File: src/design/svptw_pkg.sv
// Shared types and constants for the Sv39 page table walker.
package svptw_pkg;

  localparam int TABLE_PAGES_DEF = 16;
  localparam int PTE_PER_PAGE    = 512;
  localparam int QUEUE_DEPTH     = 2;
  localparam int PPN_W           = 44;
  localparam int PA_W            = 56;
  localparam int VA_W            = 39;
  localparam int CFG_DATA_W      = 64;
  localparam int CFG_ADDR_W      = 4;

  // Input opcodes
  localparam logic [1:0] OP_WRITE  = 2'd0;
  localparam logic [1:0] OP_USER   = 2'd1;
  localparam logic [1:0] OP_KERNEL = 2'd2;

  // Entry flag bit positions
  localparam int FLAG_V_BIT = 0;
  localparam int FLAG_U_BIT = 4;

  // Configuration register indexes (decoded from paddr[3])
  localparam logic REG_ROOT_PAGE = 1'b0;
  localparam logic REG_BASE_PPN  = 1'b1;

  typedef enum logic [2:0] {
    ST_OK           = 3'd0,
    ST_VA_HIGH      = 3'd1,
    ST_PTR_INVALID  = 3'd2,
    ST_LEAF_INVALID = 3'd3,
    ST_NOT_USER     = 3'd4,
    ST_OUTSIDE      = 3'd5
  } status_e;

  typedef enum logic [1:0] {
    KIND_RESULT = 2'd0,
    KIND_WRITE  = 2'd1,
    KIND_LOOKUP = 2'd2
  } kind_e;

  typedef enum logic {
    WS_IDLE = 1'b0,
    WS_WALK = 1'b1
  } walk_state_e;

  // One classified item on its way from the front to the walker
  typedef struct packed {
    kind_e       kind;
    status_e     status;
    logic        user;
    logic [37:0] va;
    logic [3:0]  wr_page;
    logic [8:0]  wr_index;
    logic [63:0] wr_value;
  } work_t;

  typedef struct packed {
    logic valid;
    logic full;
  } queue_stat_t;

  typedef struct packed {
    logic pop;
    logic busy;
  } walk_stat_t;

endpackage

File: src/design/svptw_queue.sv
// Short queue of classified items between the front and the walker.
module svptw_queue (
  input  logic                   clk_i,
  input  logic                   rst_ni,
  input  logic                   push_i,
  input  svptw_pkg::work_t       push_data_i,
  input  logic                   pop_i,
  output svptw_pkg::work_t       head_o,
  output svptw_pkg::queue_stat_t stat_o
);
  import svptw_pkg::*;

  localparam int PTR_W = (QUEUE_DEPTH > 1) ? $clog2(QUEUE_DEPTH) : 1;
  localparam int CNT_W = $clog2(QUEUE_DEPTH + 1);

  work_t              slot_q [QUEUE_DEPTH];
  logic [PTR_W-1:0]   wr_ptr_q, wr_ptr_d;
  logic [PTR_W-1:0]   rd_ptr_q, rd_ptr_d;
  logic [CNT_W-1:0]   count_q, count_d;
  logic               do_push;
  logic               do_pop;

  assign stat_o.valid = (count_q != '0);
  assign stat_o.full  = (count_q == CNT_W'(QUEUE_DEPTH));
  assign do_push      = push_i && !stat_o.full;
  assign do_pop       = pop_i && stat_o.valid;
  assign head_o       = slot_q[rd_ptr_q];

  always_comb begin
    wr_ptr_d = wr_ptr_q;
    rd_ptr_d = rd_ptr_q;
    count_d  = count_q;
    if (do_push) begin
      wr_ptr_d = (wr_ptr_q == PTR_W'(QUEUE_DEPTH - 1)) ? '0 : wr_ptr_q + 1'b1;
    end
    if (do_pop) begin
      rd_ptr_d = (rd_ptr_q == PTR_W'(QUEUE_DEPTH - 1)) ? '0 : rd_ptr_q + 1'b1;
    end
    case ({do_push, do_pop})
      2'b10:   count_d = count_q + 1'b1;
      2'b01:   count_d = count_q - 1'b1;
      default: count_d = count_q;
    endcase
  end

  always_ff @(posedge clk_i or negedge rst_ni) begin
    if (!rst_ni) begin
      wr_ptr_q <= '0;
      rd_ptr_q <= '0;
      count_q  <= '0;
    end else begin
      wr_ptr_q <= wr_ptr_d;
      rd_ptr_q <= rd_ptr_d;
      count_q  <= count_d;
    end
  end

  always_ff @(posedge clk_i) begin
    if (do_push) slot_q[wr_ptr_q] <= push_data_i;
  end

endmodule

File: config.mk
export PLATFORM = sky130hd
export DESIGN_NAME = svptw_queue
export DESIGN_NICKNAME = d
export VERILOG_FILES = /design/src/design/svptw_pkg.sv /design/src/design/svptw_queue.sv
export SDC_FILE = /design/constraint.sdc
export NUM_CORES = 1
export LEC_CHECK = 0
export ABC_AREA = 1
export BUFFER_PORTS_ARGS = -buffer_cell sky130_fd_sc_hd__buf_2
export CAP_MARGIN = 20
export CORE_ASPECT_RATIO = 1.75
export CORE_UTILIZATION = 38
export CTS_CLUSTER_SIZE = 40
export DETAILED_ROUTE_END_ITERATION = 6
export PLACE_DENSITY = 0.62
export SLEW_MARGIN = 25
export SYNTH_ARGS = -nofsm -noshare
export SYNTH_HDL_FRONTEND = slang
export SYNTH_SLANG_ARGS = --single-unit
File: constraint.sdc
create_clock -name clk_i -period 17.1 [get_ports clk_i]
set_clock_uncertainty 0.05 [all_clocks]
set_input_delay 1.71 -clock clk_i [delete_from_list [all_inputs] [get_ports clk_i]]
set_output_delay 1.71 -clock clk_i [all_outputs]
set_load 0.01 [all_outputs]
==> impl_table.tex <==
\begin{tabular}{lr}
\hline
Metric & Value \\
\hline
\multicolumn{2}{l}{\textbf{Clock network}} \\
TritonCTS Buffers & 22 \\
Clock insertion delay at the later pin of the skew report & 0.51 ns \\
Quantity of gates resized following cts & 0 \\
CTS Root Cell & clkbuf\_16 \\
Clock-pin slew on the worst setup and hold paths & 0.07 ns \\
H-Tree Depth & 1 \\
Number of buffers inserted by hold repair at cts & 0 \\
Post-CTS Setup Bufs & 0 \\
Maximum count of clock buffers along a single path & 3 \\
Number of clock sinks seen by CTS & 246 \\
TritonCTS clock tree & yes \\
\multicolumn{2}{l}{\textbf{GRT}} \\
Vias in the first global route & 5433 \\
Global-route wire length before repair & 28200 µm \\
Antenna violations before repair & 9 \\
Pin count of the biggest net entering global routing & 107 \\
Grt ovf & 0 \\
Total GRT Usage & 15.1\% \\
\multicolumn{2}{l}{\textbf{Timing}} \\
FMAX & 225 MHz \\
Max\_slew headroom & 38.0\% \\
Shortest clock period the worst path allows after layout & 4.44 ns \\
Setup\_tns & 0 ns \\
Number of endpoints with negative hold slack in the final report & 0 \\
Number of endpoints failing setup at the final stage & 0 \\
Setup repair after global routing missed its margin & false \\
Slew at the pin closest to its max-slew limit & 0.930 ns \\
Max-slew violations & 0 \\
Tcrit/Tclk final & 26.0\% \\
\multicolumn{2}{l}{\textbf{Synth}} \\
Synth Area per Inst & 13.6 µm² \\
Number of flip-flops and latches in the synthesized netlist & 246 \\
Combinational family with the most area after synthesis & simple AND/OR/NAND/NOR gates \\
Share of async-settable or async-resettable flops after synthesis & 1.63\% \\
Simple-gate area share of the yosys netlist & 15.8\% \\
Seq/Total Area, Yosys & 81.3\% \\
Adder-cell area share of the yosys netlist & 0.138\% \\
Fraction of synthesized cell area in xor and xnor cells & 0.0967\% \\
Post-synthesis compound-gate area fraction & 0.0552\% \\
Cell types with the largest area share after synthesis & edfxtp\_1, nand2\_1, buf\_6 \\
Total standard cell area after synthesis & 9060 µm² \\
Cell with the most instances after synthesis & nand2\_1 \\
EDFF count, synth & 242 \\
Cell variety after synth & 14 \\
Library cell with the largest summed area after synthesis & edfxtp\_1 \\
Proportion of synthesized area in mux cells & 0\% \\
Synth Warn \# & 0 \\
Fraction of post-synthesis cell area in the top cell type by area & 80.2\% \\
Leading cell types by count after synthesis & nand2\_1, edfxtp\_1, buf\_2 \\
Net count after synthesis & 790 \\
Prevailing post-synth register cell & edfxtp\_1 \\
Post-Syn Instances & 664 \\
\multicolumn{2}{l}{\textbf{Critical path}} \\
Launch instance of the worst register-to-register path & count\_q[1] \\
Flop-to-flop setup slack & 14.42 ns \\
Max FO, Critical Path & 106 \\
Worst R2R End & slot\_q[0][120] \\
Crit path DAT & 2.68 ns \\
Required time of the critical path & 15.34 ns \\
Sort of element at the start of the critical path & flop \\
Setup CP Type & reg2out \\
Depth of the most critical reg-to-reg path & 6 \\
Kind of end point of the critical path & output pin \\
Capturing element of the worst setup path & head\_o[102] \\
Worst Setup SP & rd\_ptr\_q \\
\multicolumn{2}{l}{\textbf{Routing}} \\
DR WL/cell & 15.5 µm \\
Total number of vias & 5627 \\
Number of violations reported at the end of detailed-routing iteration 0 & 313 \\
Per-cell via count in the routed design & 4.54 \\
Final antenna-violating net count & 0 \\
Routed WL & 19200 µm \\
Post-route DRC & 0 \\
First-pass DRT Iterations & 4 \\
\multicolumn{2}{l}{\textbf{Min path}} \\
Hold crit path type & reg2reg \\
Worst min-delay path startpoint & wr\_ptr\_q \\
\multicolumn{2}{l}{\textbf{Placed design}} \\
Last weighted congestion value of the routability-driven placer & 0.747 \\
Port Buffers & 247 \\
Number of placed instances with taps included & 1193 \\
Placed wire-length estimate after detailed placement & 12200 µm \\
\multicolumn{2}{l}{\textbf{Floorplan}} \\
Core area & 23300 µm² \\
Area enclosed by the die boundary & 24500 µm² \\
Die H & 206 µm \\
Initial cell density of the core & 38.8\% \\
Standard-cell row count & 74 \\
Number of top-level design ports & 248 \\
Die outline width & 119 µm \\
\multicolumn{2}{l}{\textbf{Pwr}} \\
Sequential share of power & 45.0\% \\
PD cells & 173 nW/µm² \\
Fraction of power spent switching nets & 33.6\% \\
Clk pwr share & 24.9\% \\
Max rail drop VDD & 169 µV \\
Leakage power figure & 4.81 nW \\
Portion of total power attributed to combinational logic & 30.1\% \\
Internal power component & 1.29 mW \\
Net Switching & 0.652 mW \\
\multicolumn{2}{l}{\textbf{Run status}} \\
Outcome & finished, final reports clean \\
\multicolumn{2}{l}{\textbf{Layout}} \\
Area Overhead vs Synth & 24.1\% \\
Nets & 1039 \\
Fin cells & 1239 \\
Share of layout cells above drive strength 1 & 30.7\% \\
\multicolumn{2}{l}{\textbf{Job}} \\
Max-cap violations & 0 \\
\hline
\end{tabular}
## power groups by stage
stage               combinational, mW  sequential, mW  clock (mW)
finish                          0.584           0.874       0.483
global placement                0.600           0.884           0
floorplan                       0.382           0.879           0
detailed placement              0.603           0.889           0
CTS                             0.605           0.876       0.495
global route                    0.655           0.887       0.514
## final cells by class
| class | instances | area (µm²) |
|---|---|---|
| sequential | 246 | 7370 |
| clock inverter | 10 | 100 |
| timing repair buffer | 252 | 1280 |
| multi-input combinational | 382 | 1460 |
| tap | 304 | 380 |
| fill | 2113 | 12100 |
| antenna | 6 | 15.0 |
| clock buffer | 30 | 602 |
| inverter | 9 | 38.8 |
## stage by stage
step	util [%]	power, mW	setup slack (ns)	hold slack (ns)	area (µm²)
after global routing	48.2	2.06	12.50	0.462	11200
final	48.2	1.94	12.66	0.434	11200
after detailed placement	45.1	1.49	13.17	0.417	10500
after floorplan	-	1.26	9.56	0.392	9060
after global placement	45.1	1.48	12.93	0.409	10500
after CTS	48.1	1.98	12.62	0.435	11200
## sequential cells by signal, summed over array words and instances, names as in the netlist
signal,count
slot_q,242
count_q,2
wr_ptr_q,1
rd_ptr_q,1
## placed cells by master (no fill, tap or decap), types with 2 or more instances in the layout
master      synthesis  layout
edfxtp_1          242     242
diode_2             0       6
nand3_1             3       3
clkbuf_1            0       7
nand2_1           373     373
clkinvlp_4          0       2
buf_2              15     247
inv_1               8       7
clkinv_2            0       2
inv_4               1       2
clkinv_1            0       4
buf_4               2       4
bufinv_16           0       2
clkbuf_16           0      23
dfrtp_1             4       3
## routing by layer
layer,GRT usage [%],routed length (µm)
met3,3.28,1030
met2,28.2,10500
met4,8.32,826
met1,15.7,6800
met5,0,39
## critical path, stage by stage (launching register included)
cell and delay, ns:
dfrtp_4 0.72, inv_4 0.27, buf_6 0.62, nand2_1 0.11
nand2_1 0.12, buf_2 0.14
## worst min path at each step
| stage | to | slack, ns | depth (start not counted) |
|---|---|---|---|
| 2_1_floorplan | count_q[1] | 0.39 | 2 |
| 3_3_place_gp | count_q[1] | 0.41 | 2 |
| 3_5_place_dp | wr_ptr_q | 0.42 | 2 |
| 4_1_cts | wr_ptr_q | 0.43 | 2 |
| 5_1_grt | count_q[1] | 0.46 | 2 |
| 6_report | wr_ptr_q | 0.43 | 2 |
## cells by family (layout without fill, tap and decap cells)
family,Yosys count,after routing
xor gates and xnor gates,1,1
adders and majority gates,1,1
and+or+nand+nor,379,379
DFF,246,246
other,0,6
buffers and inverters,36,301
AOI/OAI and AO/OA,1,1
(Power assumes the default switching activity.)
